[config.mk]
export PLATFORM = sky130hd
export DESIGN_NAME = inverse_tangent_pade_unit
export DESIGN_NICKNAME = d
export VERILOG_FILES = /design/src/hw/rtl/itpu_pkg.sv /design/src/hw/rtl/inverse_tangent_pade_unit.sv
export VERILOG_INCLUDE_DIRS = /design/src /design/src/hw/rtl
export SDC_FILE = /design/constraint.sdc
export NUM_CORES = 2
export LEC_CHECK = 0
export BUFFER_PORTS_ARGS = -buffer_cell sky130_fd_sc_hd__buf_2
export CORE_MARGIN = 5
export CORE_UTILIZATION = 55
export DETAILED_ROUTE_END_ITERATION = 16
export PLACE_DENSITY = 0.82
export SLEW_MARGIN = 20
export SYNTH_ARGS = -nofsm -noshare
export SYNTH_HDL_FRONTEND = slang
export SYNTH_SLANG_ARGS = --single-unit
[constraint.sdc]
create_clock -name clk -period 12.1 [get_ports clk]
set_clock_uncertainty 0.05 [all_clocks]
set_input_delay 0.605 -clock clk [delete_from_list [all_inputs] [get_ports clk]]
set_output_delay 0.605 -clock clk [all_outputs]
set_load 0.005 [all_outputs]
[src/hw/rtl/assert_macros.svh]
// Assertion macros for the RTL files
`ifndef ASSERT_MACROS_SVH
`define ASSERT_MACROS_SVH
`ifndef SYNTHESIS
`define ASSERT_IMPLY(lbl, clk, rst, pre, post) \
  lbl: assert property (@(posedge clk) disable iff (rst) (pre) |-> (post)) \
    else $error("assertion failed");
`define ASSERT_NEXT(lbl, clk, rst, pre, post) \
  lbl: assert property (@(posedge clk) disable iff (rst) (pre) |=> (post)) \
    else $error("assertion failed");
`else
`define ASSERT_IMPLY(lbl, clk, rst, pre, post)
`define ASSERT_NEXT(lbl, clk, rst, pre, post)
`endif
`endif

[src/hw/rtl/itpu_pkg.sv]
// Package for the inverse tangent unit: types, codes and constants
package itpu_pkg;

  localparam int DATA_W     = 32;
  localparam int FRAC_W     = 16;
  localparam int TOL_W      = 8;
  localparam int DIV_N_W    = 48;
  localparam int DIV_D_W    = 64;
  localparam int DIV_CNT_W  = 6;
  localparam int NEWTON_ITERS = 10;
  localparam int ITER_W     = 4;
  localparam int U_W        = FRAC_W + 1;
  localparam int P_W        = FRAC_W + 2;

  localparam logic [DATA_W-1:0] ONE_Q = DATA_W'(1) << FRAC_W;
  localparam logic signed [DATA_W-1:0] HALF_PI_Q = 32'sd102944;
  localparam logic signed [DATA_W-1:0] PI_Q      = 32'sd205887;

  typedef enum logic [1:0] {
    OP_ATAN  = 2'd0,
    OP_ATAN2 = 2'd1,
    OP_ASIN  = 2'd2,
    OP_NONE  = 2'd3
  } op_t;

  typedef enum logic [1:0] {
    STAT_OK        = 2'd0,
    STAT_DOMAIN    = 2'd1,
    STAT_ZERO_ZERO = 2'd2
  } status_t;

  typedef enum logic [3:0] {
    S_IDLE,
    S_DECODE,
    S_A2_WAIT,
    S_AS_SQ,
    S_NT_DIV,
    S_NT_WAIT,
    S_AS_DIV,
    S_AS_WAIT,
    S_AT_CHECK,
    S_FOLD_WAIT,
    S_PD_SQ,
    S_PD_CUBE,
    S_PD_DIV,
    S_PD_WAIT,
    S_FINISH
  } state_t;

endpackage

[src/hw/rtl/inverse_tangent_pade_unit.sv]
// Inverse tangent unit: atan, atan2 and asin on Q16.16 operands.
// One item at a time. A shared restoring divider computes every quotient:
// atan uses up to two quotients, atan2 up to three and asin up to thirteen
// with the Newton square root; special cases need none. in_ready is high
// only while the sequencer is idle; a finished result waits in the output
// register until taken.
`include "assert_macros.svh"

module inverse_tangent_pade_unit
  import itpu_pkg::*;
(
  input  logic                     clk,
  input  logic                     rst,
  input  logic                     cfg_write_en,
  input  logic [TOL_W-1:0]         cfg_write_data,
  input  logic                     in_valid,
  output logic                     in_ready,
  input  logic [1:0]               operation,
  input  logic signed [DATA_W-1:0] operand_a,
  input  logic signed [DATA_W-1:0] operand_b,
  output logic                     out_valid,
  input  logic                     out_ready,
  output logic signed [DATA_W-1:0] angle,
  output logic [1:0]               status
);

  state_t state, state_next;
  logic [TOL_W-1:0] near_tolerance;

  logic [1:0]          op, op_next;
  logic                an, an_next, bn, bn_next;
  logic [DATA_W-1:0]   am, am_next, bm, bm_next;
  logic [DIV_D_W-1:0]  mag, mag_next;
  logic                mneg, mneg_next, yneg, yneg_next;
  logic signed [DATA_W-1:0] base, base_next, adj, adj_next, res, res_next;
  logic [1:0]          stat, stat_next;
  logic [U_W-1:0]      u, u_next, x2, x2_next, x3, x3_next, arg, arg_next;
  logic [DIV_D_W-1:0]  g, g_next;
  logic [ITER_W-1:0]   iter, iter_next;

  // shared divider
  logic                 div_start, div_busy, div_done;
  logic [DIV_N_W-1:0]   div_n, dvd;
  logic [DIV_D_W-1:0]   div_d, dsr;
  logic [DIV_D_W:0]     rem, rem_sh, rem_next;
  logic                 qbit;
  logic [DIV_CNT_W-1:0] div_cnt;
  logic [DIV_D_W-1:0]   quo;

  assign rem_sh   = {rem[DIV_D_W-1:0], dvd[DIV_N_W-1]};
  assign qbit     = rem_sh >= {1'b0, dsr};
  assign rem_next = qbit ? rem_sh - {1'b0, dsr} : rem_sh;
  assign quo      = (dsr == '0) ? '1 : {{(DIV_D_W-DIV_N_W){1'b0}}, dvd};

  always_ff @(posedge clk) begin
    if (rst) begin
      div_busy <= 1'b0;
      div_done <= 1'b0;
      div_cnt  <= '0;
    end else begin
      div_done <= 1'b0;
      if (div_start) begin
        dvd      <= div_n;
        dsr      <= div_d;
        rem      <= '0;
        div_cnt  <= '0;
        div_busy <= 1'b1;
      end else if (div_busy) begin
        rem     <= rem_next;
        dvd     <= {dvd[DIV_N_W-2:0], qbit};
        div_cnt <= div_cnt + 1'b1;
        if (div_cnt == DIV_CNT_W'(DIV_N_W - 1)) begin
          div_busy <= 1'b0;
          div_done <= 1'b1;
        end
      end
    end
  end

  // shared multiplier
  logic [U_W-1:0]     mul_a, mul_b;
  logic [2*U_W-1:0]   prod;
  assign prod = mul_a * mul_b;

  logic [DATA_W:0]        tol_limit;
  logic [DATA_W-1:0]      one_gap;
  logic [DATA_W-1:0]      am_in;
  logic                   an_in;
  logic [DIV_D_W:0]       nt_sum;
  logic [DIV_D_W-1:0]     nt_g;
  logic [20:0]            pd_num, pd_den;
  logic [P_W-1:0]         p;

  assign an_in = operand_a[DATA_W-1];
  assign am_in = an_in ? DATA_W'(-operand_a) : DATA_W'(operand_a);
  assign tol_limit = {1'b0, ONE_Q} + {{(DATA_W+1-TOL_W){1'b0}}, near_tolerance};
  assign one_gap = (am > ONE_Q) ? am - ONE_Q : ONE_Q - am;
  assign nt_sum = {1'b0, g} + {1'b0, quo};
  assign nt_g = nt_sum[DIV_D_W] ? {1'b0, {(DIV_D_W-1){1'b1}}} : nt_sum[DIV_D_W:1];
  assign pd_num = 21'(u) * 21'd15 + {2'b0, x3, 2'b0};
  assign pd_den = 21'(15) * 21'(ONE_Q) + 21'(x2) * 21'd9;
  assign p = quo[P_W-1:0];

  always_ff @(posedge clk) begin
    if (rst) begin
      state          <= S_IDLE;
      near_tolerance <= TOL_W'(1);
      out_valid      <= 1'b0;
    end else begin
      state <= state_next;
      if (cfg_write_en) near_tolerance <= cfg_write_data;
      if (state == S_FINISH && (!out_valid || out_ready)) begin
        out_valid <= 1'b1;
        angle     <= res;
        status    <= stat;
      end else if (out_ready) begin
        out_valid <= 1'b0;
      end
    end
  end

  always_ff @(posedge clk) begin
    op <= op_next;  an <= an_next;  bn <= bn_next;  am <= am_next;  bm <= bm_next;
    mag <= mag_next;  mneg <= mneg_next;  yneg <= yneg_next;
    base <= base_next;  adj <= adj_next;  res <= res_next;  stat <= stat_next;
    u <= u_next;  x2 <= x2_next;  x3 <= x3_next;  arg <= arg_next;
    g <= g_next;  iter <= iter_next;
  end

  assign in_ready = (state == S_IDLE);

  always_comb begin
    state_next = state;
    op_next = op;  an_next = an;  bn_next = bn;  am_next = am;  bm_next = bm;
    mag_next = mag;  mneg_next = mneg;  yneg_next = yneg;
    base_next = base;  adj_next = adj;  res_next = res;  stat_next = stat;
    u_next = u;  x2_next = x2;  x3_next = x3;  arg_next = arg;
    g_next = g;  iter_next = iter;
    div_start = 1'b0;
    div_n = '0;
    div_d = '0;
    mul_a = u;
    mul_b = u;
    unique case (state)
      S_IDLE: begin
        if (in_valid) begin
          op_next = operation;
          an_next = an_in;
          am_next = am_in;
          bn_next = operand_b[DATA_W-1];
          bm_next = operand_b[DATA_W-1] ? DATA_W'(-operand_b) : DATA_W'(operand_b);
          state_next = S_DECODE;
        end
      end
      S_DECODE: begin
        stat_next = STAT_OK;
        res_next  = '0;
        base_next = '0;
        mag_next  = {{(DIV_D_W-DATA_W){1'b0}}, am};
        mneg_next = an;
        state_next = S_FINISH;
        unique case (op)
          OP_ATAN: state_next = S_AT_CHECK;
          OP_ATAN2: begin
            if (bm == '0) begin
              if (am == '0) stat_next = STAT_ZERO_ZERO;
              else res_next = an ? -HALF_PI_Q : HALF_PI_Q;
            end else begin
              base_next = !bn ? '0 : ((an && am != '0) ? -PI_Q : PI_Q);
              mneg_next = an ^ bn;
              div_start = 1'b1;
              div_n = {am, {FRAC_W{1'b0}}};
              div_d = {{(DIV_D_W-DATA_W){1'b0}}, bm};
              state_next = S_A2_WAIT;
            end
          end
          OP_ASIN: begin
            if ({1'b0, am} >= tol_limit) begin
              stat_next = STAT_DOMAIN;
            end else if (one_gap < DATA_W'(near_tolerance)) begin
              res_next = an ? -HALF_PI_Q : HALF_PI_Q;
            end else if (am >= DATA_W'(near_tolerance)) begin
              state_next = S_AS_SQ;
            end
          end
          default: ;
        endcase
      end
      S_A2_WAIT: begin
        if (div_done) begin
          mag_next = quo;
          state_next = S_AT_CHECK;
        end
      end
      S_AS_SQ: begin
        mul_a = am[U_W-1:0];
        mul_b = am[U_W-1:0];
        arg_next = (ONE_Q > DATA_W'(prod[2*FRAC_W:FRAC_W]))
                 ? U_W'(ONE_Q - DATA_W'(prod[2*FRAC_W:FRAC_W])) : '0;
        iter_next = '0;
        g_next = {{(DIV_D_W-U_W+1){1'b0}}, arg_next[U_W-1:1]};
        state_next = (arg_next == '0) ? S_AS_DIV : S_NT_DIV;
      end
      S_NT_DIV: begin
        div_start = 1'b1;
        div_n = {{(DIV_N_W-U_W-FRAC_W){1'b0}}, arg, {FRAC_W{1'b0}}};
        div_d = g;
        state_next = S_NT_WAIT;
      end
      S_NT_WAIT: begin
        if (div_done) begin
          g_next = nt_g;
          iter_next = iter + 1'b1;
          // argument stays below 100000 LSBs, so the stop tolerance is zero
          if (nt_g == g || iter == ITER_W'(NEWTON_ITERS - 1)) state_next = S_AS_DIV;
          else state_next = S_NT_DIV;
        end
      end
      S_AS_DIV: begin
        div_start = 1'b1;
        div_n = {am, {FRAC_W{1'b0}}};
        div_d = g;
        state_next = S_AS_WAIT;
      end
      S_AS_WAIT: begin
        if (div_done) begin
          mag_next = quo;
          mneg_next = an;
          state_next = S_AT_CHECK;
        end
      end
      S_AT_CHECK: begin
        if (mag <= DIV_D_W'(near_tolerance)) begin
          res_next = base;
          state_next = S_FINISH;
        end else if (!mneg && mag >= DIV_D_W'(ONE_Q)) begin
          yneg_next = 1'b1;
          adj_next = HALF_PI_Q;
          div_start = 1'b1;
          div_n = DIV_N_W'(1) << (2 * FRAC_W);
          div_d = mag;
          state_next = S_FOLD_WAIT;
        end else if (mneg && mag > DIV_D_W'(ONE_Q)) begin
          yneg_next = 1'b0;
          adj_next = -HALF_PI_Q;
          div_start = 1'b1;
          div_n = DIV_N_W'(1) << (2 * FRAC_W);
          div_d = mag;
          state_next = S_FOLD_WAIT;
        end else begin
          yneg_next = mneg;
          adj_next = '0;
          u_next = mag[U_W-1:0];
          state_next = S_PD_SQ;
        end
      end
      S_FOLD_WAIT: begin
        if (div_done) begin
          u_next = quo[U_W-1:0];
          state_next = S_PD_SQ;
        end
      end
      S_PD_SQ: begin
        x2_next = prod[2*FRAC_W:FRAC_W];
        state_next = S_PD_CUBE;
      end
      S_PD_CUBE: begin
        mul_a = x2;
        x3_next = prod[2*FRAC_W:FRAC_W];
        state_next = S_PD_DIV;
      end
      S_PD_DIV: begin
        div_start = 1'b1;
        div_n = {{(DIV_N_W-21-FRAC_W){1'b0}}, pd_num, {FRAC_W{1'b0}}};
        div_d = {{(DIV_D_W-21){1'b0}}, pd_den};
        state_next = S_PD_WAIT;
      end
      S_PD_WAIT: begin
        if (div_done) begin
          res_next = base + adj + (yneg ? -$signed({{(DATA_W-P_W){1'b0}}, p})
                                        :  $signed({{(DATA_W-P_W){1'b0}}, p}));
          state_next = S_FINISH;
        end
      end
      S_FINISH: begin
        if (!out_valid || out_ready) state_next = S_IDLE;
      end
      default: state_next = S_IDLE;
    endcase
  end

  `ASSERT_IMPLY(a_idle_div, clk, rst, in_ready, !div_busy)
  `ASSERT_NEXT(a_busy_after, clk, rst, in_valid && in_ready, !in_ready)
  `ASSERT_IMPLY(a_flag_zero, clk, rst, out_valid && status != STAT_OK, angle == '0)
  `ASSERT_NEXT(a_div_single, clk, rst, div_start, div_busy && !div_done)

endmodule

Yosys cells after proc, flatten, opt, wreduce, memory -nomap -nowiden
Cells that the tools add are included.
{"block": "op_classes", "add_sub_neg": 15, "mul": 3, "magnitude_cmp": 9, "n_eq_ne": 30, "mux": 85, "n_bitwise": 6, "reduce_logical": 39}
{"operator": "$mux 64", "count": 8}
{"operator": "$mux 32", "count": 13}
{"operator": "$pmux 64 s2", "count": 2}
{"operator": "$pmux 64 s4", "count": 1}
{"operator": "$pmux 48 s5", "count": 1}
{"operator": "$mux 48", "count": 4}
{"operator": "$mux 17", "count": 6}
{"operator": "$mux 33", "count": 3}
{"operator": "$pmux 32 s3", "count": 1}
{"operator": "$pmux 17 s2", "count": 2}
{"operator": "$add 64x64->65", "count": 1}
{"operator": "$ge 65x64->1", "count": 1}
{"operator": "$add 32x32->32", "count": 2}
{"operator": "$eq 63x64->1", "count": 1}
{"operator": "$ge 64x17->1 const B", "count": 1}
{"operator": "$gt 64x17->1 const B", "count": 1}
{"operator": "$le 64x8->1", "count": 1}
{"operator": "$logic_not 32->1", "count": 2}
{"operator": "$logic_not 64->1", "count": 1}
{"operator": "$neg 32->32", "count": 2}
{"operator": "$pmux 32 s2", "count": 1}
{"operator": "$sub 64x64->64", "count": 1}
{"operator": "$mux 63", "count": 1}
{"operator": "$mux 31", "count": 2}
{"operator": "other kinds (52)", "count": 128}
{"block": "totals", "ff_bits": 599, "input_bits": 79, "output_inout_bits": 36, "elab_cells": 218}

Logic depth before layout (Yosys ltp)
{"block": "depth", "word_depth": 9, "mapped_depth": 44, "depth_no_buf": 41}

Worst setup path before layout
OpenSTA, ideal clock, no wires.
{"block": "synth_timing", "path_kind": "reg-to-reg", "start": "reg state[1]", "end": "reg state[1]", "arrival_ps": 11049, "setup_slack_ps": 900, "path_stages_with_launch": 42, "cell_sequence": "dfxtp_1 > clkbuf_1 > clkbuf_1 > nand2_1 > nor2_1 > clkbuf_1 > clkbuf_1 > clkbuf_1 > clkbuf_1 > nor2_1 > nor2_1 > fa_1 > inv_1 > fa_1 > fa_1 > fa_1 > inv_1 > fa_1 > [... 6 more ...] > a211o_1 > a21oi_1 > xor2_1 > ha_1 > nor2b_1 > nand3_1 > a211o_1 > o211ai_1 > o2111ai_1 > nor3_1 > or4b_2 > nor2b_1 > ha_1 > nor2_1 > and3_1 > or3b_2 > o41a_1 > o41ai_1"}
{"block": "synth_via", "elab_chain_len": 8, "elab_cells_between_ends": 32, "classes_between": "add/sub: 1; mul: 1; order compare: 1; eq/ne: 20; mux: 5; reduce/logical: 4"}
{"element": "from (decl)", "line_no": "inverse_tangent_pade_unit.sv:27", "text": "state_t state, state_next;"}
{"element": "from (signal assigned)", "line_no": "inverse_tangent_pade_unit.sv:110", "text": "state <= state_next;"}
{"element": "$eq 4x4->1 / $eq 4x2->1 (equally long branches)", "line_no": "inverse_tangent_pade_unit.sv:144", "text": "unique case (state)"}
{"element": "$pmux 17 s2 / $mux 17 (equally long branches)", "line_no": "inverse_tangent_pade_unit.sv:144"}
{"element": "$mul 17x17->33", "line_no": "inverse_tangent_pade_unit.sv:83", "text": "assign prod = mul_a * mul_b;"}
{"element": "$sub 17x17->17 / $gt 17x17->1 (equally long branches)", "line_no": "inverse_tangent_pade_unit.sv:199, inverse_tangent_pade_unit.sv:198"}
{"element": "$mux 17", "line_no": "inverse_tangent_pade_unit.sv:199", "text": "? U_W'(ONE_Q - DATA_W'(prod[2*FRAC_W:FRAC_W])) : '0;"}
{"element": "$logic_not 17->1", "line_no": "inverse_tangent_pade_unit.sv:202", "text": "state_next = (arg_next == '0) ? S_AS_DIV : S_NT_DIV;"}
{"element": "$mux 2", "line_no": "inverse_tangent_pade_unit.sv:202"}
{"element": "$pmux 4 s14", "line_no": "inverse_tangent_pade_unit.sv:144"}
Several ways; a longest one is shown, not always the timed one.
A chain may end at the register's enable or synchronous reset.

Worst setup path after layout
{"block": "layout_timing", "start": "reg state[2]", "end": "reg state[1]"}
The elaborated chain is that of the path after synthesis.

==> out/qor.txt <==
Status -> complete, no violations
Synthesized cell area -> 48300 um2
Sequential fraction of the synthesis area -> 32.2%
Most frequent cells in the layout -> inv_1, nand2_1, nor2_1
I/O pin count -> 115
Delay-heaviest family, CP -> adder cells
Clock Sinks -> 525
Vias in the first global route -> 39.9k
Initial antenna violation count -> 4
Initial DRC Count -> 5735
CP startpoint kind -> flop
Sequential Area -> 15600 um2
Count of pins over their slew limit -> 0
Grt ovf -> 0
First-pass GRT wire length -> 240000 um
Post-synth EDFFs -> 504
Nets -> 5980
Share of cells above drive strength 1 -> 8.22%
Area Overhead vs Synth -> 8.25%
Relative slew slack -> 28.2%
CTS tree -> built
Starting density of the core -> 55.5%
Util after Layout -> 60.1%
CTS resizes -> 0
Synthesized area per cell -> 9.32 um2
Fillcell total -> 7320
Worst-path clk slew -> 70 ps
Critical path buffers and inverters -> 5
Req. time, crit path -> 12600 ps
DR WL/cell -> 24.6 um
H-tree lvl count -> 2
Avg Vias per Cell -> 6.39
Setup violations, final -> 0
Critical path type -> reg -> reg
CP Capture Type -> flop
DRC errors left -> 0
Yosys reg bits -> 525
DRT Pass-1 Iters -> 12
Post-CTS Setup Inserts -> 0
Hold Buf Count CTS -> 0
Die width -> 306 um
Worst r2r src -> state[2]$_SDFFE_PP0P_
Max frequency -> 89.4 MHz
Root buf cell -> clkbuf_16
Syn_nets -> 5931
Largest net degree at the start of global routing -> 100
Buffers on Ports -> 114
Synthesized netlist cell count -> 5179
Clock latency on the worst-skew pair -> 660 ps
Top_reg_cell synth -> edfxtp_1
GR Util All Layers -> 32.9%
Via count -> 41.1k
Worst-Margin Slew -> 1070 ps
Crit path largest cell delay -> 690 ps
Crit-path most repeated cell -> fa_1
Number of diodes -> 0
Area of the die -> 93800 um2
Slowest cell on the critical path -> or4b_2
Crit path DAT -> 11680 ps
Yosys cell types -> 93
Die height -> 306 um
Commonest non-fill, non-tap cell in the layout -> inv_1
Critical hold path startpoint -> operation[0]
Setup_tns -> 0 ps
Core area -> 86900 um2
Tmin final -> 11180 ps
Worst Setup SP -> state[2]$_SDFFE_PP0P_
Unrepaired setup endpoints after global routing -> false
# rows -> 108
Area of the multi-input gates -> 30000 um2
Async SR Flop Fraction -> 0%
Max Cap Viol -> 0
Hold crit path type -> in -> reg
GPL Wtd Cong -> 1.06
Total CTS buffers -> 60
Detailed Route WL -> 158000 um
Post-route ant nets -> 0
Hpwl dp -> 124000 um
Worst-case clock buffer depth -> 3
YS warnings -> 0
Worst-path maximum fanout -> 40
Hold Fails Final Rpt -> 0
Final Cycle Share -> 92.4%
## stage by stage
step                      worst slack [ps]  std cells  cell area (um2)  hold slack [ps]
after floorplan                        900       5179            48300              350
after global placement                1300       6321            50200              354
after detailed placement              1080       6321            50200              355
after CTS                             1060       6434            52200             65.6
after global routing                   327       6434            52200             79.9
final                                  920       6434            52200             72.0
## per-layer routing
| layer | track usage [%] | share of wire (%) | up-vias |
|---|---|---|---|
| met3 | 9.66 | 13 | 491 |
| met5 | 0 | 0.0044 | - |
| met2 | 49.9 | 43 | 2592 |
| li1 | - | - | 18378 |
| met4 | 15.0 | 5.9 | 2 |
| met1 | 44.0 | 38 | 19653 |
## sequential cells by signal (all words and copies together), names as in the netlist, 32 cells and up
register / cells
am: 32
angle: 32
bm: 32
dsr: 64
dvd: 48
g: 63
mag: 49
rem: 64
res: 32
## cell families after synthesis
kind of cell	Yosys count	share of synthesized area [%]
AO/OA/AOI/OAI	1148	15.6
XOR/XNOR	307	5.57
adder cells (fa/ha/maj)	673	22.1
buffers and inverters	755	5.94
flip-flops	525	32.2
multiplexers	97	2.09
AND/OR/NAND/NOR	1674	16.4
## cell type report
class | instances | area share [%]
clock buffer | 68 | 2.97
timing repair buffer | 206 | 2.41
sequential | 525 | 29.8
tap | 1155 | 2.77
multi-input combinational | 3899 | 57.4
clock inverter | 45 | 0.850
inverter | 536 | 3.85
## Yosys cell counts (13+ instances only)
library cell / n / share of area, %
nand4_1: 51 / 0.66
a22o_1: 32 / 0.58
nor4_1: 67 / 0.87
dfxtp_1: 21 / 0.87
nor2_1: 522 / 4.1
inv_1: 535 / 4.2
mux2i_1: 66 / 1.4
or4_1: 28 / 0.44
clkbuf_1: 191 / 1.5
xor2_1: 83 / 1.5
or2_2: 48 / 0.62
a21o_1: 116 / 1.8
ha_1: 373 / 9.7
buf_1: 20 / 0.16
o22ai_1: 13 / 0.17
mux2_2: 31 / 0.72
edfxtp_1: 504 / 31
nand2b_1: 37 / 0.48
or3_1: 33 / 0.43
a211oi_1: 25 / 0.39
o31ai_1: 37 / 0.58
and3_1: 42 / 0.54
nor3_1: 70 / 0.73
o41ai_1: 24 / 0.44
xnor2_1: 224 / 4.1
o21a_1: 62 / 0.96
o21ai_1: 15 / 0.16
o21ai_0: 220 / 2.3
o211ai_1: 18 / 0.28
and2_1: 63 / 0.82
a21boi_0: 14 / 0.22
nor2b_1: 38 / 0.49
nand3_1: 77 / 0.80
a31oi_1: 43 / 0.56
o21bai_1: 37 / 0.58
fa_1: 300 / 12
nand2_1: 519 / 4.0
a222oi_1: 45 / 0.93
a21oi_1: 325 / 3.4
## worst paths after layout
kind	depth (start not counted)	slack, ps	endpoint
worst min register to register	0	360	angle[15]$_DFFE_PP_
worst max-delay path	39	920	state[1]$_SDFFE_PP0P_
worst max register to register	39	920	state[1]$_SDFFE_PP0P_
worst min-delay path	1	70	op[0]$_DFFE_PP_
Power is left out: the tool's default activity adds up to more than one toggle a clock period on the data nets, which glitch-free logic cannot reach.
